[src/rtl/char_lcd_nibble_writer_unit_assert.svh]
// Assertion macros used by the job queue of the character LCD nibble writer RTL.
`ifndef CHAR_LCD_NIBBLE_WRITER_UNIT_ASSERT_SVH
`define CHAR_LCD_NIBBLE_WRITER_UNIT_ASSERT_SVH

// The condition must imply the consequence in the same cycle.
`define CLNW_ASSERT_IMPLIES(lbl, ante, cons) \
  lbl: assert property (@(posedge clk_i) disable iff (!rst_ni) (ante) |-> (cons)) \
    else $error("clnw: same-cycle check failed");

// The condition must imply the consequence in the next cycle.
`define CLNW_ASSERT_NEXT(lbl, ante, cons) \
  lbl: assert property (@(posedge clk_i) disable iff (!rst_ni) (ante) |=> (cons)) \
    else $error("clnw: next-cycle check failed");

// The expression must never hold.
`define CLNW_ASSERT_NEVER(lbl, expr) \
  lbl: assert property (@(posedge clk_i) disable iff (!rst_ni) !(expr)) \
    else $error("clnw: forbidden condition seen");

`endif

[src/rtl/clnw_pkg.sv]
// Types, codes and helper functions of the character LCD nibble writer.
package clnw_pkg;

  // Default geometry and queue size.
  localparam int DEF_ROW_CHARS   = 20;
  localparam int DEF_ROWS        = 4;
  localparam int DEF_QUEUE_DEPTH = 2;

  // Configuration register indexes.
  localparam int CFG_IDX_W = 2;
  localparam logic [CFG_IDX_W-1:0] CFG_PULSE_US  = 2'd0;
  localparam logic [CFG_IDX_W-1:0] CFG_SETTLE_US = 2'd1;
  localparam int CFG_DATA_W = 16;

  localparam logic [7:0]  RST_PULSE_US  = 8'd2;
  localparam logic [15:0] RST_SETTLE_US = 16'd1000;

  // Controller command codes.
  localparam logic [7:0] CMD_CLR   = 8'h01;
  localparam logic [7:0] CMD_HOME  = 8'h02;
  localparam logic [7:0] CMD_ENTRY = 8'h06;
  localparam logic [7:0] CMD_ON    = 8'h0C;
  localparam logic [7:0] CMD_FUNC4 = 8'h28;
  localparam logic [7:0] CMD_DDRAM = 8'h80;
  localparam logic [7:0] ODD_ROW_BASE = 8'h40;

  // Control characters.
  localparam logic [7:0] CH_NL = 8'h0A;
  localparam logic [7:0] CH_FF = 8'h0C;
  localparam logic [7:0] CH_CR = 8'h0D;

  // Power-up timing in microseconds.
  localparam logic [15:0] PWR_WAIT_FIRST = 16'd30000;
  localparam logic [15:0] DLY_15MS       = 16'd15000;
  localparam logic [15:0] DLY_5MS        = 16'd5000;

  // Last step index of the two job kinds and the first power-up byte step.
  localparam int STEP_W = 4;
  localparam logic [STEP_W-1:0] BYTE_LAST_STEP  = 4'd1;
  localparam logic [STEP_W-1:0] POWER_LAST_STEP = 4'd11;
  localparam logic [STEP_W-1:0] POWER_BYTE_BASE = 4'd2;

  typedef enum logic [1:0] {
    REQ_CHAR  = 2'd0,
    REQ_GOTO  = 2'd1,
    REQ_CMD   = 2'd2,
    REQ_POWER = 2'd3
  } req_type_e;

  typedef enum logic {
    JOB_BYTE  = 1'b0,
    JOB_POWER = 1'b1
  } job_kind_e;

  typedef struct packed {
    logic [1:0] req_type;
    logic [7:0] value;
  } req_t;

  typedef struct packed {
    logic        reg_select;
    logic [3:0]  nibble;
    logic [15:0] wait_before_us;
    logic [15:0] wait_after_us;
    logic        last;
  } pulse_t;

  // One queued job: a single byte write or the whole power-up run.
  typedef struct packed {
    job_kind_e  kind;
    logic       rs;
    logic [7:0] data;
    logic       dbl_settle;
  } job_t;

  typedef struct packed {
    logic [7:0]  pulse_us;
    logic [15:0] settle_us;
  } cfg_t;

  // Sum of two wait values, clipped at the largest 16-bit count.
  function automatic logic [15:0] sat16(input logic [15:0] a, input logic [15:0] b);
    logic [16:0] s;
    s = {1'b0, a} + {1'b0, b};
    return s[16] ? 16'hFFFF : s[15:0];
  endfunction

  // Command byte of each power-up byte write.
  function automatic logic [7:0] pwr_byte(input logic [2:0] idx);
    logic [7:0] b;
    unique case (idx)
      3'd0, 3'd1: b = CMD_FUNC4;
      3'd2:       b = CMD_ENTRY;
      3'd3:       b = CMD_ON;
      default:    b = CMD_CLR;
    endcase
    return b;
  endfunction

  // Extra settle time after each power-up byte write.
  function automatic logic [15:0] pwr_extra(input logic [2:0] idx);
    logic [15:0] e;
    unique case (idx)
      3'd0, 3'd1: e = DLY_5MS;
      default:    e = DLY_15MS;
    endcase
    return e;
  endfunction

endpackage

[src/rtl/clnw_stream_if.sv]
// Valid/ready stream interface carrying one payload type.
interface clnw_stream_if #(
  parameter type T = logic
) ();
  logic valid;
  logic ready;
  T     data;

  modport source (output valid, output data, input ready);
  modport sink   (input valid, input data, output ready);
endinterface

[src/rtl/clnw_back.sv]
// Pulse sequencer: expands each job into enable pulses behind an output register.
module clnw_back (
  input  logic             clk_i,
  input  logic             rst_ni,
  input  clnw_pkg::cfg_t   cfg_i,
  input  logic             job_valid_i,
  input  clnw_pkg::job_t   job_i,
  output logic             pop_o,
  clnw_stream_if.source    pulse_o
);
  import clnw_pkg::*;

  logic                busy_q, busy_d;
  job_t                job_q;
  logic [STEP_W-1:0]   step_q, step_d;
  logic                out_valid_q, out_valid_d;
  pulse_t              out_q;
  pulse_t              pulse;
  logic                advance;
  logic                last_step;
  logic [STEP_W-1:0]   pwr_t;
  logic [2:0]          pwr_idx;
  logic [7:0]          cur_byte;
  logic [15:0]         extra;
  logic                low_half;
  logic [15:0]         pulse_w;

  assign pulse_w = {8'd0, cfg_i.pulse_us};
  assign pwr_t   = step_q - POWER_BYTE_BASE;
  assign pwr_idx = pwr_t[3:1];

  // Byte, half and extra settle time of the current step.
  always_comb begin
    if (job_q.kind == JOB_POWER) begin
      cur_byte  = pwr_byte(pwr_idx);
      extra     = pwr_extra(pwr_idx);
      low_half  = pwr_t[0];
      last_step = step_q == POWER_LAST_STEP;
    end else begin
      cur_byte  = job_q.data;
      extra     = job_q.dbl_settle ? cfg_i.settle_us : '0;
      low_half  = step_q[0];
      last_step = step_q == BYTE_LAST_STEP;
    end
  end

  // Pulse fields of the current step.
  always_comb begin
    pulse.reg_select = (job_q.kind == JOB_BYTE) && job_q.rs;
    pulse.last       = last_step;
    if (job_q.kind == JOB_POWER && step_q < POWER_BYTE_BASE) begin
      // Two writes of the high nibble of the 4-bit function set open the power-up run.
      pulse.nibble         = CMD_FUNC4[7:4];
      pulse.wait_before_us = (step_q == '0) ? sat16(PWR_WAIT_FIRST, pulse_w) : pulse_w;
      pulse.wait_after_us  = DLY_15MS;
    end else if (low_half) begin
      pulse.nibble         = cur_byte[3:0];
      pulse.wait_before_us = '0;
      pulse.wait_after_us  = sat16(cfg_i.settle_us, extra);
    end else begin
      pulse.nibble         = cur_byte[7:4];
      pulse.wait_before_us = pulse.reg_select ? '0 : pulse_w;
      pulse.wait_after_us  = pulse_w;
    end
  end

  // Step when the output register is free or being drained.
  assign advance = busy_q && (!out_valid_q || pulse_o.ready);
  assign pop_o   = job_valid_i && (!busy_q || (advance && last_step));

  always_comb begin
    busy_d      = busy_q;
    step_d      = step_q;
    out_valid_d = out_valid_q;
    if (pulse_o.ready) begin
      out_valid_d = 1'b0;
    end
    if (advance) begin
      out_valid_d = 1'b1;
      step_d      = step_q + 1'b1;
      if (last_step) begin
        busy_d = 1'b0;
      end
    end
    if (pop_o) begin
      busy_d = 1'b1;
      step_d = '0;
    end
  end

  always_ff @(posedge clk_i or negedge rst_ni) begin
    if (!rst_ni) begin
      busy_q      <= 1'b0;
      step_q      <= '0;
      out_valid_q <= 1'b0;
    end else begin
      busy_q      <= busy_d;
      step_q      <= step_d;
      out_valid_q <= out_valid_d;
    end
  end

  // Job and output payload registers.
  always_ff @(posedge clk_i) begin
    if (pop_o) begin
      job_q <= job_i;
    end
    if (advance) begin
      out_q <= pulse;
    end
  end

  assign pulse_o.valid = out_valid_q;
  assign pulse_o.data  = out_q;

endmodule
[src/flat_wrapper.sv]
// flat-port wrapper written by rule: the top's interface ports become plain ports
module clnw_back_flat import clnw_pkg::*;
  (clk_i, rst_ni, cfg_i, job_valid_i, job_i, pop_o, pulse_o_valid, pulse_o_data, pulse_o_ready);
  clnw_stream_if pulse_o_i ();
  input  logic clk_i;
  input  logic rst_ni;
  input  clnw_pkg::cfg_t cfg_i;
  input  logic job_valid_i;
  input  clnw_pkg::job_t job_i;
  output logic pop_o;
  output wire logic [$bits(pulse_o_i.valid)-1:0] pulse_o_valid;
  output wire logic [$bits(pulse_o_i.data)-1:0] pulse_o_data;
  input wire logic [$bits(pulse_o_i.ready)-1:0] pulse_o_ready;
  assign pulse_o_valid = pulse_o_i.valid;
  assign pulse_o_data = pulse_o_i.data;
  assign pulse_o_i.ready = pulse_o_ready;
  clnw_back u_core (.clk_i(clk_i), .rst_ni(rst_ni), .cfg_i(cfg_i), .job_valid_i(job_valid_i), .job_i(job_i), .pop_o(pop_o), .pulse_o(pulse_o_i));
endmodule
[config.mk]
export PLATFORM = sky130hd
export DESIGN_NAME = clnw_back_flat
export DESIGN_NICKNAME = d
export VERILOG_FILES = /design/src/rtl/char_lcd_nibble_writer_unit_assert.svh /design/src/rtl/clnw_pkg.sv /design/src/rtl/clnw_stream_if.sv /design/src/rtl/clnw_back.sv /design/src/flat_wrapper.sv
export SDC_FILE = /design/constraint.sdc
export NUM_CORES = 1
export LEC_CHECK = 0
export BUFFER_PORTS_ARGS = -buffer_cell sky130_fd_sc_hd__buf_2
export CAP_MARGIN = 5
export CORE_AREA = 2 2 39 41
export CTS_CLUSTER_DIAMETER = 80
export DETAILED_ROUTE_END_ITERATION = 8
export DIE_AREA = 0 0 41 43
export PLACE_DENSITY = 0.73
export SLEW_MARGIN = 15
export SYNTH_ARGS = -nofsm -noshare
export SYNTH_HDL_FRONTEND = slang
export SYNTH_SLANG_ARGS = --single-unit
export TNS_END_PERCENT = 50
[constraint.sdc]
create_clock -name clk_i -period 2.6 [get_ports clk_i]
set_input_delay 0.26 -clock clk_i [delete_from_list [all_inputs] [get_ports clk_i]]
set_output_delay 0.26 -clock clk_i [all_outputs]
set_load 0.1 [all_outputs]
Yosys cells after proc, flatten, opt, wreduce, memory -nomap -nowiden
Index checks and enable logic that the tools add are counted.
Widths: inputs -> output; s select.
{"block": "totals", "ff_bits": 8, "latchBits": 0, "ram_bits": 0, "mem_bits_ro": 0, "in_bits": 39, "output_inout_bits": 3, "memories": 0}
{"block": "op_classes", "add_sub_neg": 1, "mul": 0, "div": 0, "order_cmp": 0, "eq_ne": 2, "shift": 0, "n_mux": 8, "n_bitwise": 0, "n_reduce_logical": 11}
{"operator": "$mux 4", "n": 2}
{"operator": "$mux 1", "n": 6}
{"operator": "$reduce_bool 2->1", "n": 3}
{"operator": "$add 4x1->4 const B", "n": 1}
{"operator": "$eq 4x1->1 const B", "n": 1}
{"operator": "$eq 4x4->1 const B", "n": 1}
{"operator": "$logic_and 1x1->1", "n": 3}
{"operator": "$logic_not 1->1", "n": 2}
{"operator": "$logic_or 1x1->1", "n": 2}
{"operator": "$reduce_and 2->1", "n": 1}

Logic depth before layout (Yosys ltp)
{"block": "logic_depth", "word_depth": 8, "ltp_mapped": 4, "ltp_nobuf": 3}

Least setup slack after synthesis
Ideal clock, no wire load.
{"block": "synth_path", "kind": "flip-flop to flip-flop", "startpoint": "register u_core.busy_q", "endpoint": "register u_core.job_q[10] (netlist bit), enable pin", "setup_ps": 426, "arrival_ps": 2045, "setup_slack_ps": 129, "stages_incl_launch_ff": 3, "synth_period_minus_slack_ps": 2471, "cell_sequence": "dfrtp_1 clkbuf_1 o2bb2ai_1"}
{"block": "synth_via", "elab_chain_len": 4}
{"item": "start, declared", "line": "clnw_back.sv:13", "text": "logic busy_q, busy_d;"}
{"item": "start signal, assigned", "line": "clnw_back.sv:97", "text": "busy_q <= busy_d;"}
{"item": "$logic_and 1x1->1", "line": "clnw_back.sv:68", "text": "assign advance = busy_q && (!out_valid_q || pulse_o.ready);"}
{"item": "$logic_and 1x1->1", "line": "clnw_back.sv:69", "text": "assign pop_o = job_valid_i && (!busy_q || (advance && last_step));"}
{"item": "$logic_or 1x1->1 (*)", "line": "clnw_back.sv:69"}
{"item": "$logic_and 1x1->1 (*)", "line": "clnw_back.sv:69"}
{"item": "net pop_o", "line": "flat_wrapper.sv:10", "text": "output logic pop_o;"}
{"item": "end signal, assigned", "line": "clnw_back.sv:106", "text": "job_q <= job_i;"}
{"item": "end, declared", "line": "clnw_back.sv:14", "text": "job_t job_q;"}
Mark *: on every way through the listed nets, which the timed path passes. The rest lies on a longest branch.
A chain may end at the register's enable or synchronous reset.

Final worst setup path
{"block": "layout_path", "startpoint": "register u_core.step_q[1]", "endpoint": "output pop_o"}
{"block": "layout_via", "elab_chain_len": 5}
{"item": "start, declared", "line": "clnw_back.sv:15", "text": "logic [STEP_W-1:0] step_q, step_d;"}
{"item": "start signal, assigned", "line": "clnw_back.sv:98", "text": "step_q <= step_d;"}
{"item": "$eq 4x1->1 / $eq 4x4->1 (equally long branches)", "line": "clnw_back.sv:43, clnw_back.sv:38"}
{"item": "$mux 1 (*)", "line": "clnw_back.sv:34", "text": "if (job_q.kind == JOB_POWER) begin"}
{"item": "$logic_and 1x1->1 (*)", "line": "clnw_back.sv:69"}
{"item": "$logic_or 1x1->1 (*)", "line": "clnw_back.sv:69"}
{"item": "$logic_and 1x1->1 (*)", "line": "clnw_back.sv:69"}
{"item": "end, declared", "line": "flat_wrapper.sv:10"}
Mark *: on every way between the ends. The rest lies on a longest branch, timed or not.

==> reports/metrics.yaml <==
critical_path:
  cp.arrival_ps: 2100
  path_class: "reg -> out"
  cp_max_fo: 6
  reg2reg_depth: 3
  crit_path_end_kind: "primary output"
  required_ps: 2340
  start_kind: "flip-flop"
clock_network:
  numCtsBuffers: 3
  clock_latency_ps: 260
  ctsResizeCount: 0
  cts_tree: "built"
  clockBufferDepth: 2
  clk_pin_slew_worst_paths_ps: 60
  clock_sinks: 8
  h-tree-depth: 1
  root_buffer: "clkbuf_4"
routing:
  routed_via_density: 5.28
  first_iter_violations: 9
  route.detailed.wl_per_inst_um: 14.3
  wl_met3_um: 44
  vias: 354
  topRoutingLayerUsed: "met4"
  drt_wl_total_um: 958
  firstDrtPassIters: 3
  drcViolationCount: 0
  drtAntennaViolNets: 0
  wl_met2_um: 487
  m1WireLength_um: 405
sta:
  slew_violations: 0
  skew_ps: 9.69
  layout_min_cycle_time_ps: 2360
  hold_viol: 0
  fmax_mhz: 423
  rsz0062_at_grt: "no"
  worst_pin_slew_ps: 487
  timing.hold.ws_ps: 174
  setup_tns_ps: 0
  setup_viol: 0
  slew_headroom_pct: 67.8
  finalCritPeriodShare_pct: 90.8
yosys:
  yosysTopAreaCellShare_pct: 35.0
  synth_nets: 81
  ys_types: 23
  synth_seq_cells: 8
  syn_avg_cell_area_um2: 10.5
  dominantRegCellSynth: "dfrtp_1"
  synth_top_area_cell: "dfrtp_1"
  ys_top_cells_by_count: "a21oi_1 (6), dfrtp_1 (6), nand2b_1 (3), nand3_1 (3)"
  yosysWarnings: 0
  netlist_top_cells_area: "dfrtp_1 (35%), edfxtp_1 (14%), a21oi_1 (7.0%)"
  synthArstFlopShare_pct: 75.0
  synth-edff-count: 2
  syn_inst: 41
  synth_sequential_area_ratio_pct: 49.0
  netlist_area_um2: 429
grt:
  grt_max_degree: 12
  gr-total-overflow: 0
  grt_use_total_pct: 13.9
  grt_pass1_vias: 371
  antenna_found_initial: 0
  grt_pass1_wl_mm: 1.59
finish:
  layout-drive-gt1-share_pct: 25.5
  instances_no_fill: 67
  final_area_um2: 512
  layout.nets: 92
  syn_to_final_growth_pct: 19.2
  final_util_pct: 37.0
  num_antenna_cells: 0
place:
  place_area_um2: 475
  hpwlAfterDp_um: 691
  gp_congestion: 0.734
  dp_cells: 62
  port_buffers: 7
flow_run:
  maxCapViolCount: 0
floorplan:
  die_h_um: 43
  dieArea_mm2: 0.00176
  pin_count: 42
  fp.dieW_um: 41
  core-area_mm2: 0.00138
  initial_core_util_pct: 31.0
  rows: 14
power_and_ir_drop:
  power_density_mw_per_mm2: 1080
  peakVddDrop_mv: 0.414
  p_leak_nw: 0.199
status:
  status: "complete, no violations"
hold_path:
  hold_class: "in -> reg"
  holdPathStages: 1
final timing paths:
check                                      start          endpoint  slack, ps
min in group asynchronous                 rst_ni     u_core.busy_q        340
max in group asynchronous                 rst_ni  u_core.step_q[1]       2100
worst max-delay path            u_core.step_q[1]             pop_o        240
worst max register to register  u_core.step_q[1]  u_core.job_q[10]        930
worst min register to register  u_core.step_q[0]  u_core.step_q[0]        560
worst min-delay path                   job_i[10]  u_core.job_q[10]        170
state kept, by name, summed over array words and instances, names as in the netlist:
signal                flops
u_core.step_q             4
u_core.busy_q             1
u_core.pulse_o.data       1
u_core.job_q              1
u_core.pulse_o.valid      1
area by class of cell:
cell class | count | area, um2
clock buffers | 4 | 26.3
fillers | 141 | 872
inverters | 2 | 7.51
multi-input cells | 29 | 203
flip-flops and latches | 8 | 210
well taps | 16 | 20.0
repair buffers | 8 | 45.0
cell families after synthesis:
family          synth area share (%)
flops                           49.0
compound gates                  25.7
fa+ha+maj                       2.91
simple gates                    18.7
buf+inv                         3.79
metal layers:
layer,GRT usage (%),up-vias
met4,8.00,0
met1,15.7,171
li1,-,173
met3,4.71,2
met2,21.6,8
met5,0,-
through the flow:
stage	setup slack [ps]	power [mW]
detailed placement	529	0.448
global placement	589	0.434
floorplan	129	0.400
finish	239	0.554
global route	153	0.595
CTS	233	0.561
worst max-delay path, cell delays in order (launching register included):
cell,delay [ps]
dfrtp_1,430
or3_4,410
a211oi_4,330
o2bb2ai_1,200
buf_2,470
what timing repair did:
action | 4_1_cts | 5_1_grt
hold buffers | 1 | 0
buffers inserted | 0 | 0
hold endpoints to repair | 6 | 0
power by group:
part	internal [mW]	switching (mW)
Sequential	0.171	0.0538
Combinational	0.0806	0.142
Clock	0.0590	0.0476
Total	0.311	0.243
cell usage in the layout (no fill, tap or decap):
cell type      n
a211oi_1       1
a2111oi_0      1
o22ai_1        2
nand3_1        3
edfxtp_1       2
a31o_2         1
and2_1         1
a31oi_1        1
and4_1         1
nand2_1        1
buf_2          7
clkbuf_4       3
a211oi_4       1
ha_1           1
a21oi_1        6
nand2b_1       3
clkbuf_1       1
o31ai_1        1
or3_4          1
o2bb2ai_1      1
dfrtp_1        6
nor2_1         1
dlygate4sd3_1  1
nor2b_1        2
inv_1          2
No activity file was read; power rests on OpenSTA's default activity.
