[config.mk]
export PLATFORM = sky130hd
export DESIGN_NAME = clnw_queue
export DESIGN_NICKNAME = d
export VERILOG_FILES = /design/src/rtl/clnw_pkg.sv /design/src/rtl/clnw_queue.sv
export VERILOG_INCLUDE_DIRS = /design/src /design/src/rtl
export SDC_FILE = /design/constraint.sdc
export NUM_CORES = 1
export LEC_CHECK = 0
export BUFFER_PORTS_ARGS = -buffer_cell sky130_fd_sc_hd__buf_2
export CORE_MARGIN = 10
export CORE_UTILIZATION = 40
export DETAILED_ROUTE_END_ITERATION = 7
export MAX_ROUTING_LAYER = met4
export SKIP_LAST_GASP = 1
export SLEW_MARGIN = 0
export SYNTH_ARGS = -nofsm -noshare
export SYNTH_HDL_FRONTEND = slang
export SYNTH_SLANG_ARGS = --single-unit
[constraint.sdc]
create_clock -name clk_i -period 2.8 [get_ports clk_i]
set_input_delay 0.14 -clock clk_i [delete_from_list [all_inputs] [get_ports clk_i]]
set_output_delay 0.14 -clock clk_i [all_outputs]
set_load 0.01 [all_outputs]
[src/rtl/char_lcd_nibble_writer_unit_assert.svh]
// Assertion macros used by the job queue of the character LCD nibble writer RTL.
`ifndef CHAR_LCD_NIBBLE_WRITER_UNIT_ASSERT_SVH
`define CHAR_LCD_NIBBLE_WRITER_UNIT_ASSERT_SVH

// The condition must imply the consequence in the same cycle.
`define CLNW_ASSERT_IMPLIES(lbl, ante, cons) \
  lbl: assert property (@(posedge clk_i) disable iff (!rst_ni) (ante) |-> (cons)) \
    else $error("clnw: same-cycle check failed");

// The condition must imply the consequence in the next cycle.
`define CLNW_ASSERT_NEXT(lbl, ante, cons) \
  lbl: assert property (@(posedge clk_i) disable iff (!rst_ni) (ante) |=> (cons)) \
    else $error("clnw: next-cycle check failed");

// The expression must never hold.
`define CLNW_ASSERT_NEVER(lbl, expr) \
  lbl: assert property (@(posedge clk_i) disable iff (!rst_ni) !(expr)) \
    else $error("clnw: forbidden condition seen");

`endif

[src/rtl/clnw_pkg.sv]
// Types, codes and helper functions of the character LCD nibble writer.
package clnw_pkg;

  // Default geometry and queue size.
  localparam int DEF_ROW_CHARS   = 20;
  localparam int DEF_ROWS        = 4;
  localparam int DEF_QUEUE_DEPTH = 2;

  // Configuration register indexes.
  localparam int CFG_IDX_W = 2;
  localparam logic [CFG_IDX_W-1:0] CFG_PULSE_US  = 2'd0;
  localparam logic [CFG_IDX_W-1:0] CFG_SETTLE_US = 2'd1;
  localparam int CFG_DATA_W = 16;

  localparam logic [7:0]  RST_PULSE_US  = 8'd2;
  localparam logic [15:0] RST_SETTLE_US = 16'd1000;

  // Controller command codes.
  localparam logic [7:0] CMD_CLR   = 8'h01;
  localparam logic [7:0] CMD_HOME  = 8'h02;
  localparam logic [7:0] CMD_ENTRY = 8'h06;
  localparam logic [7:0] CMD_ON    = 8'h0C;
  localparam logic [7:0] CMD_FUNC4 = 8'h28;
  localparam logic [7:0] CMD_DDRAM = 8'h80;
  localparam logic [7:0] ODD_ROW_BASE = 8'h40;

  // Control characters.
  localparam logic [7:0] CH_NL = 8'h0A;
  localparam logic [7:0] CH_FF = 8'h0C;
  localparam logic [7:0] CH_CR = 8'h0D;

  // Power-up timing in microseconds.
  localparam logic [15:0] PWR_WAIT_FIRST = 16'd30000;
  localparam logic [15:0] DLY_15MS       = 16'd15000;
  localparam logic [15:0] DLY_5MS        = 16'd5000;

  // Last step index of the two job kinds and the first power-up byte step.
  localparam int STEP_W = 4;
  localparam logic [STEP_W-1:0] BYTE_LAST_STEP  = 4'd1;
  localparam logic [STEP_W-1:0] POWER_LAST_STEP = 4'd11;
  localparam logic [STEP_W-1:0] POWER_BYTE_BASE = 4'd2;

  typedef enum logic [1:0] {
    REQ_CHAR  = 2'd0,
    REQ_GOTO  = 2'd1,
    REQ_CMD   = 2'd2,
    REQ_POWER = 2'd3
  } req_type_e;

  typedef enum logic {
    JOB_BYTE  = 1'b0,
    JOB_POWER = 1'b1
  } job_kind_e;

  typedef struct packed {
    logic [1:0] req_type;
    logic [7:0] value;
  } req_t;

  typedef struct packed {
    logic        reg_select;
    logic [3:0]  nibble;
    logic [15:0] wait_before_us;
    logic [15:0] wait_after_us;
    logic        last;
  } pulse_t;

  // One queued job: a single byte write or the whole power-up run.
  typedef struct packed {
    job_kind_e  kind;
    logic       rs;
    logic [7:0] data;
    logic       dbl_settle;
  } job_t;

  typedef struct packed {
    logic [7:0]  pulse_us;
    logic [15:0] settle_us;
  } cfg_t;

  // Sum of two wait values, clipped at the largest 16-bit count.
  function automatic logic [15:0] sat16(input logic [15:0] a, input logic [15:0] b);
    logic [16:0] s;
    s = {1'b0, a} + {1'b0, b};
    return s[16] ? 16'hFFFF : s[15:0];
  endfunction

  // Command byte of each power-up byte write.
  function automatic logic [7:0] pwr_byte(input logic [2:0] idx);
    logic [7:0] b;
    unique case (idx)
      3'd0, 3'd1: b = CMD_FUNC4;
      3'd2:       b = CMD_ENTRY;
      3'd3:       b = CMD_ON;
      default:    b = CMD_CLR;
    endcase
    return b;
  endfunction

  // Extra settle time after each power-up byte write.
  function automatic logic [15:0] pwr_extra(input logic [2:0] idx);
    logic [15:0] e;
    unique case (idx)
      3'd0, 3'd1: e = DLY_5MS;
      default:    e = DLY_15MS;
    endcase
    return e;
  endfunction

endpackage

[src/rtl/clnw_queue.sv]
// Short job queue between the classifier and the pulse sequencer.
`include "char_lcd_nibble_writer_unit_assert.svh"

module clnw_queue #(
  parameter int DEPTH = 2
) (
  input  logic           clk_i,
  input  logic           rst_ni,
  input  logic           push_i,
  input  clnw_pkg::job_t job_i,
  input  logic           pop_i,
  output clnw_pkg::job_t job_o,
  output logic           full_o,
  output logic           valid_o
);
  import clnw_pkg::*;

  localparam int PTR_W = (DEPTH > 1) ? $clog2(DEPTH) : 1;
  localparam int CNT_W = $clog2(DEPTH + 1);
  localparam logic [PTR_W-1:0] PTR_LAST = PTR_W'(DEPTH - 1);
  localparam logic [CNT_W-1:0] CNT_FULL = CNT_W'(DEPTH);

  job_t             slot_q [DEPTH];
  logic [PTR_W-1:0] wr_ptr_q, wr_ptr_d;
  logic [PTR_W-1:0] rd_ptr_q, rd_ptr_d;
  logic [CNT_W-1:0] count_q, count_d;

  assign full_o  = count_q == CNT_FULL;
  assign valid_o = count_q != '0;
  assign job_o   = slot_q[rd_ptr_q];

  // Pointer and fill count updates.
  always_comb begin
    wr_ptr_d = wr_ptr_q;
    rd_ptr_d = rd_ptr_q;
    count_d  = count_q;
    if (push_i) begin
      wr_ptr_d = (wr_ptr_q == PTR_LAST) ? '0 : wr_ptr_q + 1'b1;
    end
    if (pop_i) begin
      rd_ptr_d = (rd_ptr_q == PTR_LAST) ? '0 : rd_ptr_q + 1'b1;
    end
    if (push_i && !pop_i) begin
      count_d = count_q + 1'b1;
    end else if (pop_i && !push_i) begin
      count_d = count_q - 1'b1;
    end
  end

  always_ff @(posedge clk_i or negedge rst_ni) begin
    if (!rst_ni) begin
      wr_ptr_q <= '0;
      rd_ptr_q <= '0;
      count_q  <= '0;
    end else begin
      wr_ptr_q <= wr_ptr_d;
      rd_ptr_q <= rd_ptr_d;
      count_q  <= count_d;
    end
  end

  // Slot storage needs no reset.
  always_ff @(posedge clk_i) begin
    if (push_i) begin
      slot_q[wr_ptr_q] <= job_i;
    end
  end

  `CLNW_ASSERT_IMPLIES(a_no_overflow, push_i, !full_o)
  `CLNW_ASSERT_IMPLIES(a_no_underflow, pop_i, valid_o)
  `CLNW_ASSERT_NEXT(a_count_tracks, push_i && !pop_i, count_q == $past(count_q) + 1'b1)

endmodule

# Word level (Yosys, flattened, before mapping)
# Memory sizes are Yosys's and may differ from the RTL's.
# Index checks and enable logic that the tools add are counted.
# totals
mem_bits_ro	0
n_memories	1
latchBits	0
word_cells	21
ram_bits	22
regBits	4
# memory_table
memory	words	word_bits	rd	rd_clocked_by_memory_dff	write_ports	line_no	text
slot_q	2	11	1	0	1	clnw_queue.sv:23	job_t slot_q [DEPTH];
# op_classes
n_div	0
n_eq_ne	1
n_mul	0
bitwise	0
magnitude_cmp	0
n_mux	6
n_addsub	4
n_shift	0
n_reduce_logical	6
# op_table
operator	count
$mux W1	4
$mux W2	2
$reduce_bool A2 Y1	2
$add A1 B1 Y1 const B	2
$add A2 B1 Y2 const B	1
$eq A2 B2 Y1 const B	1
$logic_and A1 B1 Y1	2
$logic_not A1 Y1	2
$sub A2 B1 Y2 const B	1

# Depth between registers and ports, before layout
# Gate-level depths: netlist of the first run.
# logic_depth
ltp_word	4
depth_mapped	5

# Least setup slack after synthesis of the first run
# OpenSTA, ideal clock, no wires.
# synth_path
path_type	register -> register
from	register wr_ptr_q
to	memory slot_q[0][0] (netlist bit), enable pin
slack_ns	1.501
setup_time_ns	0.380
arrival_time_ns	0.919
path_stages_with_launch	2
required_ns	2.420
path_cell_list	dfrtp_1 > nor2b_1
# synth_lines
element	line_no	text
start, declared	clnw_queue.sv:24	logic [PTR_W-1:0] wr_ptr_q, wr_ptr_d;
start signal, assigned	clnw_queue.sv:56	wr_ptr_q <= wr_ptr_d;
end, declared	clnw_queue.sv:23	
# No word-level cell before the write port.

==> results of run 1 <==
[flip-flops by register name, summed over array words and instances (netlist names)]
| register | flops |
|---|---|
| count_q | 2 |
| rd_ptr_q | 1 |
| slot_q | 22 |
| wr_ptr_q | 1 |
[layer usage]
metal  vias to the layer above  wire, um  global-route usage (%)
met1                       254       740                    7.89
met4                         0        10                    3.95
met3                         2       139                    2.97
li1                        261         -                       -
met5                         -         0                       -
met2                        15       917                    11.5
[report_power, final]
group          leakage, nW  switching (W)  internal [W]
combinational        0.272       0.000150      0.000212
sequential           0.253      0.0000834      0.000522
clock               0.0154       0.000103     0.0000521
total                0.541       0.000337      0.000785
[layout by cell type (no fill, tap or decap)]
cell           netlist  layout
and2_1               1       1
dfrtp_1              4       4
dlygate4sd3_1        0       8
nor2b_1              2       2
mux2_4               9       9
edfxtp_1            22      22
ha_1                 1       1
nor2_1               1       1
buf_2                0      27
clkbuf_4             0       3
inv_1                1       1
or2_2                1       1
mux2_2               2       2
clkinv_1             0       1
xnor2_1              1       1
buf_4                0       1
xor2_1               4       4
[through the flow]
step	std cells	util [%]	worst slack, ns	power, W	hold slack (ns)
after floorplan	50	-	1.50	0.000846	-0.156
after global placement	107	48.4	1.35	0.000967	-0.0511
after detailed placement	107	48.4	1.33	0.000974	-0.0443
after CTS	117	51.9	0.964	0.00114	0.000253
after global routing	119	52.7	0.912	0.00119	0.000202
final	119	52.7	1.01	0.00112	0.00907
[area by class of cell]
cell class                 count  share of cell area [%]
multi-input combinational     22                    18.8
clock buffer                   3                    1.74
inverter                       1                   0.290
clock inverter                 1                   0.290
sequential                    26                    58.8
timing repair buffer          36                    17.2
tap                           30                    2.90
[logic make-up (layout without fill, tap and decap cells)]
family	Yosys count	in the layout	synth area share, %
buffers and inverters	2	41	1.47
AND/OR/NAND/NOR	5	5	2.83
multiplexers	11	11	15.5
XOR/XNOR	5	5	4.30
adder cells (fa/ha/maj)	1	1	1.23
flip-flops	26	26	74.7
[final timing paths]
path | end | startpoint | cells past startpoint | slack, ns
max in group asynchronous | wr_ptr_q | rst_ni | 2 | 2.52
min in group asynchronous | count_q[0] | rst_ni | 2 | 0.15
worst max-delay path | job_o[10] | rd_ptr_q | 2 | 1.01
worst max register to register | slot_q[1][1] | wr_ptr_q | 1 | 1.53
worst min-delay path | slot_q[1][3] | job_i[3] | 1 | 0.009
worst min register to register | count_q[1] | count_q[1] | 1 | 0.50
==> metrics.txt, run 1 <==
outcome=completed; Final setup viols=0; syn nets=66; Hold Vio Cnt, Final=0; fill count=approximately 200; gr ovfl total=0; area grow syn2layout=27.0%; GPL Wtd Cong=approximately 0.65; Yosys top cell area share=64.9%; drt initial violations=14; crit path cell chain=mux2_2 > buf_2; Pins Over Slew Limit=0; Synth Instances=50; top-count cell post-synth=edfxtp_1; CORE AREA=2450 um^2; Mapped Area=just over 1000 um^2; H-tree levels=1; Least-Margin Pin Slew=approximately 0.68 ns; LEAKAGE=0.541 nW; fraction of registers with async set or reset after synthesis=15.4%; Post-DP HPWL=1280 um; Tcrit/Tclk final=64.1%; CP Data Required Time=2.66 ns; Setup crit end kind=output port; initial antenna violation count=0; MaxCap Viol Count=0; Setup Skew=0.00602 ns; critical path's largest stage delay=0.80 ns; Synth Warn #=0; port buffer count=27; CTS tree=built; CTS Hold Buffers Added=6; Crit Path Category=flop to output port; CTS buffer count=3; diode count=0; CP arrival=1.65 ns; Max Freq=0.557 GHz; CP max stage cell=dfrtp_1; 1st-pass router iterations=4; Die Y=70.5 um; cells taking the most area after synthesis=edfxtp_1 65%, mux2_4 13%, dfrtp_1 9.8%, xor2_1 3.4%, mux2_2 2.2%; Post-DP Area=1190 um^2; clock-pin slew on the worst setup and hold paths=around 0.13 ns; Antenna Nets Post-Route=0; setup TNS=0 ns; largest net degree at the start of global routing=15; nets=106; first-pass GRT wire length=2830 um; total die area=4960 um^2; Post-synth top flop=edfxtp_1; Bufs on Longest Clock Path=2; Startpoint Class=flop; root buffer cell=clkbuf_4; FF+latch area=761 um^2; Syn Area/Cell=20.4 um^2; residual DRC count=0; CP top delay family=flip-flops; multi-input logic area=243 um^2; Post-synth EDFFs=22; Die W=70.5 um; Pwr Density=about 870 nW/um^2; relative slew slack=54.8%; via count=532; row cnt=18; Synth Register Bits=26; GR Util All Layers=7.39%; RSZ-0062 raised after global routing=false; final wirelength=around 1800 um; register area share after synthesis=74.7%; average vias per placed instance=4.47; layout cell share with drive strength beyond 1=48.3%; Post-Layout Inst Area=1290 um^2; setup repair bufs after CTS=0; CP bufs+invs=1; drt wl/cell=15.2 um; min cycle time layout=1.79 ns; Sink Count=26; Cell variety after synth=13; post-cts resize count=0; vias in the first global route=a little over 600; top cell type by total area after synthesis=edfxtp_1; Synth top cells by count=22 x edfxtp_1, 9 x mux2_4, 4 x dfrtp_1, 4 x xor2_1; IR Drop Worst-Case VDD=roughly 0.45 mV; IO Pins=28; crit-path max FO=12; Initial Utilization=~41%; Min-Delay Path Class=input pin to flop; Clk Latency, worst-skew pair=a little over 0.3 ns
(Power assumes the default switching activity.)
==> inputs of run 2 (changes only) <==
--- a/config.mk
+++ b/config.mk
@@ -11,6 +11,7 @@
 export CORE_UTILIZATION = 40
 export DETAILED_ROUTE_END_ITERATION = 7
 export MAX_ROUTING_LAYER = met4
+export PLACE_DENSITY = 0.66
 export SKIP_LAST_GASP = 1
 export SLEW_MARGIN = 0
 export SYNTH_ARGS = -nofsm -noshare
==> constraint.sdc (replaced) <==
create_clock -name clk_i -period 1.4 [get_ports clk_i]
set_input_delay 0.07 -clock clk_i [delete_from_list [all_inputs] [get_ports clk_i]]
set_output_delay 0.07 -clock clk_i [all_outputs]
set_load 0.01 [all_outputs]
==> run 2 against run 1 <==
Hold slack improved by 0.070 ns. Cell area rose by 12%. Routed wire length fell by 0.22%. Cell count rose by 9.2%. Register-to-register slack got worse by 1.2 ns. Sequential power rose by 87%. Flip-flop and latch count did not move. Clock power rose by 95%. Sequential share of layout area fell by 6.2 points. Critical path depth rose by 1. Via count rose by 6.4%. Largest cell class unchanged.
==> metrics.txt, run 2 (synthesized netlist as in run 1, its figures left out) <==
GPL Wtd Cong=0.662; Setup Skew=0.00681 ns; root buffer cell=clkbuf_4; CP Data Required Time=~1.3 ns; Final setup viols=0; Die Y=approximately 70 um; 1st-pass router iterations=3; layout cell share with drive strength beyond 1=48.0%; IO Pins=28; first-pass GRT wire length=~2900 um; Sink Count=26; diode count=0; drt initial violations=18; CP top delay family=flip-flops; met3 usage=3.39%; crit path cell chain=buf_4 > mux2_4 > buf_2; Post-DP HPWL=1350 um; FF-to-FF Start=wr_ptr_q; max reg flops=22; Reg2Reg Depth=2; crit-path max FO=5; CORE AREA=2450 um^2; row cnt=18; grt peak-use layer=met2; Setup crit end kind=output port; Top Registers=slot_q: 22 flops, count_q: 2 flops; min cycle time layout=1.39 ns; final non-filler cell total=130; MaxCap Viol Count=0; Die W=70.5 um; r2r endpoint=slot_q[1][9]; GR Util All Layers=7.48%; port buffer count=27; Bufs on Longest Clock Path=2; H-tree levels=1; Min Hold Slack=0.0795 ns; residual DRC count=0; largest net degree at the start of global routing=15; Crit Path Category=flop to output port; CP arrival=1.32 ns; nets=117; IR Drop Worst-Case VDD=0.998 mV; Initial Utilization=41.5%; Tcrit/Tclk final=99.4%; Top reg by flops=slot_q; Max Freq=0.719 GHz; setup TNS=0 ns; vias in the first global route=605; reg-to-reg slack, setup=0.33 ns; crit path to=job_o[0]; drt wl/cell=13.9 um; outcome=completed; Placed Cells incl. Taps=111; RSZ-0062 raised after global routing=true; initial antenna violation count=0; CTS tree=built; Least-Margin Pin Slew=0.188 ns; WP depth=3; area grow syn2layout=42.0%; Antenna Nets Post-Route=0; CP bufs+invs=2; LEAKAGE=0.614 nW; Startpoint Class=flop; clock-pin slew on the worst setup and hold paths=0.13 ns; average vias per placed instance=4.35; most frequent cells in the layout=22 x buf_2, 22 x edfxtp_1, 14 x dlygate4sd3_1, 11 x mux2_4, 6 x buf_6; final wirelength=approximately 1800 um; total die area=4960 um^2; Pins Over Slew Limit=0; Pwr Density=roughly 1700 nW/um^2; gr ovfl total=0; total power draw=0.00247 W; Clk Latency, worst-skew pair=0.31 ns; critical path's largest stage delay=0.42 ns; Hold Vio Cnt, Final=0; relative slew slack=around 90%; CP max stage cell=dfrtp_1; CP Launch Point=rd_ptr_q; Min-Delay Path Class=input pin to asynchronous set/reset pin; via count=566; fin util=roughly 59%; met2 GRT Util=11.8%; CTS buffer count=3; met1 Usage GRT=7.88%
==> run 2: changes by cell type in the layout (fill, tap and decap cells not counted), sizes merged <==
cell,change
dlygate4sd3,+6
buf,+5
==> run 2: worst reg2reg max path: stages, from the launching register on <==
cell	delay, ns
dfrtp_1	0.40
and2_1	0.24
buf_12	0.15
==> run 2: metal layers <==
metal | up-vias | routed length (um)
li1 | 285 | -
met5 | - | 0
met2 | 17 | 917
met1 | 262 | 707
met3 | 2 | 167
met4 | 0 | 12
==> run 2: worst min path at each step <==
stage	to	slack (ns)	cells after the start
final	count_q[0]	0.08	2
after global routing	count_q[0]	0.08	2
after CTS	count_q[0]	0.06	2
after global placement	count_q[1]	-0.12	1
after detailed placement	count_q[1]	-0.12	1
after floorplan	count_q[0]	-0.23	0
==> run 2: layout make-up <==
class | instances | area (um^2)
fillers | 194 | 1010
flip-flops and latches | 26 | 761
repair buffers | 47 | 368
multi-input cells | 22 | 250
well taps | 30 | 37.5
clock buffers | 3 | 22.5
clock inverters | 1 | 3.75
inverters | 1 | 3.75
==> run 2: what timing repair did <==
| item | in CTS | in global routing |
|---|---|---|
| endpoints found under the hold margin | 28 | 0 |
| setup endpoints to repair | 2 | 10 |
| hold buffers | 14 | 0 |
| setup buffers | 0 | 1 |
| gates resized for setup | 1 | 9 |
==> run 2: where the power goes <==
| part | internal (W) | switching [W] |
|---|---|---|
| Clock | 0.000104 | 0.000200 |
| Combinational | 0.000615 | 0.000417 |
| Sequential | 0.00104 | 0.0000864 |
==> run 2: stage by stage <==
step	setup slack (ns)	instance area, um^2
CTS	0.00360	1400
detailed placement	0.349	1230
global route	-0.0411	1450
global placement	0.360	1230
finish	0.00850	1450
floorplan	0.101	1020
==> inputs of run 3 (changes only) <==
--- a/config.mk
+++ b/config.mk
@@ -6,6 +6,7 @@
 export SDC_FILE = /design/constraint.sdc
 export NUM_CORES = 1
 export LEC_CHECK = 0
+export ABC_AREA = 1
 export BUFFER_PORTS_ARGS = -buffer_cell sky130_fd_sc_hd__buf_2
 export CORE_MARGIN = 10
 export CORE_UTILIZATION = 40
==> run 3 against run 2 <==
Sequential share of layout area down 2.0 points. Clock power up 58%. Via count increased by 6.7%. Clock skew decreased by 0.0051 ns. Die area grew 1.2%. Sequential power barely moved. Flip-flop and latch count stayed put. Register-to-register slack worse by 0.08 ns. Hold slack improved by 0.0036 ns. First-iteration DRC count down 33%. Critical path type unchanged. Largest cell class unchanged. Largest power group unchanged.
==> metrics.txt, run 3 <==
outcome=completed; LEAKAGE=0.660 nW; fraction of registers with async set or reset after synthesis=15.4%; 1st-pass router iterations=3; max reg flops=22; final wirelength=1870 um; Synth top cells by count=22 x edfxtp_1, 9 x mux2_4, 7 x inv_1, 6 x nand2_1, 4 x dfrtp_1; Setup Skew=~0.0017 ns; largest family of logic cells by synthesized area=multiplexers; Sink Count=26; Hold Vio Cnt, Final=0; gr ovfl total=0; total die area=5030 um^2; CTS buffer count=3; syn nets=75; CP most frequent cell=buf_6; Initial Utilization=around two fifths; average vias per placed instance=4.41; area grow syn2layout=45.2%; via count=slightly above 600; Top reg by flops=slot_q; fill count=186; relative slew slack=70.6%; port buffer count=27; CP bufs+invs=2; Cell variety after synth=13; Max Freq=0.725 GHz; Synth Area in Simple Gates=approximately 4%; CP Data Required Time=1.33 ns; crit path cell chain=buf_6 > mux2_4 > buf_6; initial antenna violation count=0; RSZ-0062 raised after global routing=true; compound-cell area share of the yosys netlist=0%; most common cell after layout, fill and taps aside=edfxtp_1; most frequent cells in the layout=22 x edfxtp_1, 16 x buf_2, 14 x dlygate4sd3_1, 13 x buf_6, 11 x mux2_4; CP arrival=1.31 ns; drt wl/cell=13.6 um; Post-DP HPWL=1410 um; top-count cell post-synth=edfxtp_1; Startpoint Class=flop; Post-synth EDFFs=22; Yosys top cell area share=about 64%; Syn Area/Cell=approximately 18 um^2; row cnt=18; Min-Delay Path Class=input pin to asynchronous set/reset pin; layout cell share with drive strength beyond 1=43.0%; Mapped Area=just over 1000 um^2; Synth Area in XOR/XNOR=2.54%; IO Pins=28; critical path's largest stage delay=~0.40 ns; CP top delay family=flip-flops; Synth Register Bits=26; largest net degree at the start of global routing=16; Tcrit/Tclk final=98.6%; CTS tree=built; Synth Warn #=0; Clk Latency, worst-skew pair=roughly 0.3 ns; Die Y=70.9 um; CORE AREA=2480 um^2; crit-path max FO=8; Post-synth top flop=edfxtp_1; cells taking the most area after synthesis=edfxtp_1 64%, mux2_4 13%, dfrtp_1 9.7%, inv_1 2.5%, mux2_2 2.2%; IR Drop Worst-Case VDD=between 1 and 1.5 mV; pre-CTS WS=~0.27 ns; GR Util All Layers=approximately 7.4%; Final WS setup=between 0.02 and 0.025 ns; post-synthesis adder-cell area fraction=1.21%; Least-Margin Pin Slew=0.440 ns; Pins Over Slew Limit=0; nets=124; mux contribution to synthesized area=15.2%; Pwr Density=1810 nW/um^2; drt initial violations=12; Setup crit end kind=output port; Bufs on Longest Clock Path=2; MaxCap Viol Count=0; CP max stage cell=dfrtp_1; Top Registers=slot_q: 22 flops, count_q: 2 flops; root buffer cell=clkbuf_4; Crit Path Category=flop to output port; residual DRC count=0; diode count=0; Final setup viols=0; vias in the first global route=632; clock-pin slew on the worst setup and hold paths=0.13 ns; min cycle time layout=1.38 ns; Antenna Nets Post-Route=0; Synth Instances=59; GPL Wtd Cong=about 0.68; Die W=70.9 um; H-tree levels=1; setup TNS=0 ns; register area share after synthesis=73.4%; top cell type by total area after synthesis=edfxtp_1; first-pass GRT wire length=2920 um
-- run 3: metal layers --
layer	vias to the layer above	wire (um)	global-route usage, %
met5	-	0	-
met4	0	36	3.23
met3	4	109	2.79
met2	18	973	12.4
met1	280	750	7.53
li1	302	-	-
-- run 3: path summary, 6_finish.rpt --
path                            slack (ns)  cells after the start  startpoint      endpoint
worst max register to register        0.25                      2    wr_ptr_q  slot_q[0][9]
max in group asynchronous             1.20                      2      rst_ni      rd_ptr_q
worst max-delay path                  0.02                      3    rd_ptr_q      job_o[9]
min in group clk_i                    0.49                      2    job_i[4]  slot_q[1][4]
worst min-delay path                  0.08                      2      rst_ni    count_q[0]
worst min register to register        0.51                      1    wr_ptr_q      wr_ptr_q
-- run 3: area by class of cell --
| cell class | count | area, um^2 | share of cell area [%] |
|---|---|---|---|
| flip-flops and latches | 26 | 761 | 50.6 |
| clock buffers | 3 | 22.5 | 1.50 |
| repair buffers | 45 | 382 | 25.4 |
| inverters | 7 | 26.3 | 1.75 |
| well taps | 30 | 37.5 | 2.50 |
| multi-input cells | 25 | 245 | 16.3 |
| clock inverters | 1 | 30.0 | 2.00 |
-- run 3: cells by family (layout without fill, tap and decap cells) --
family	Yosys count	after routing
muxes	11	11
buffers and inverters	8	56
and+or+nand+nor	10	10
DFF	26	26
xor gates and xnor gates	3	3
adders and majority gates	1	1
-- run 3: where the power goes --
| group | total [W] | switching (W) | internal, W |
|---|---|---|---|
| clock network | 0.000481 | 0.000192 | 0.000289 |
| logic | 0.00111 | 0.000451 | 0.000655 |
| registers | 0.00113 | 0.0000850 | 0.00104 |
| total | 0.00272 | 0.000728 | 0.00199 |
-- run 3: timing repair --
item                                   4_1_cts  5_1_grt
hold buffers                                14        0
buffers inserted                             0        1
endpoints found under the hold margin       28        0
pin swaps                                    0        0
setup endpoints to repair                    8       11
gates resized for setup                      3       15
-- run 3: per-stage QoR --
stage                     cells  util, %  total power [W]  hold slack [ns]  area, um^2
after global routing        137     60.7          0.00287           0.0965        1500
after CTS                   136     57.7          0.00255           0.0757        1430
after floorplan              59        -          0.00170           -0.226        1040
after detailed placement    118     49.2          0.00200           -0.117        1220
after global placement      118     49.2          0.00197           -0.122        1220
final                       137     60.7          0.00272           0.0831        1500
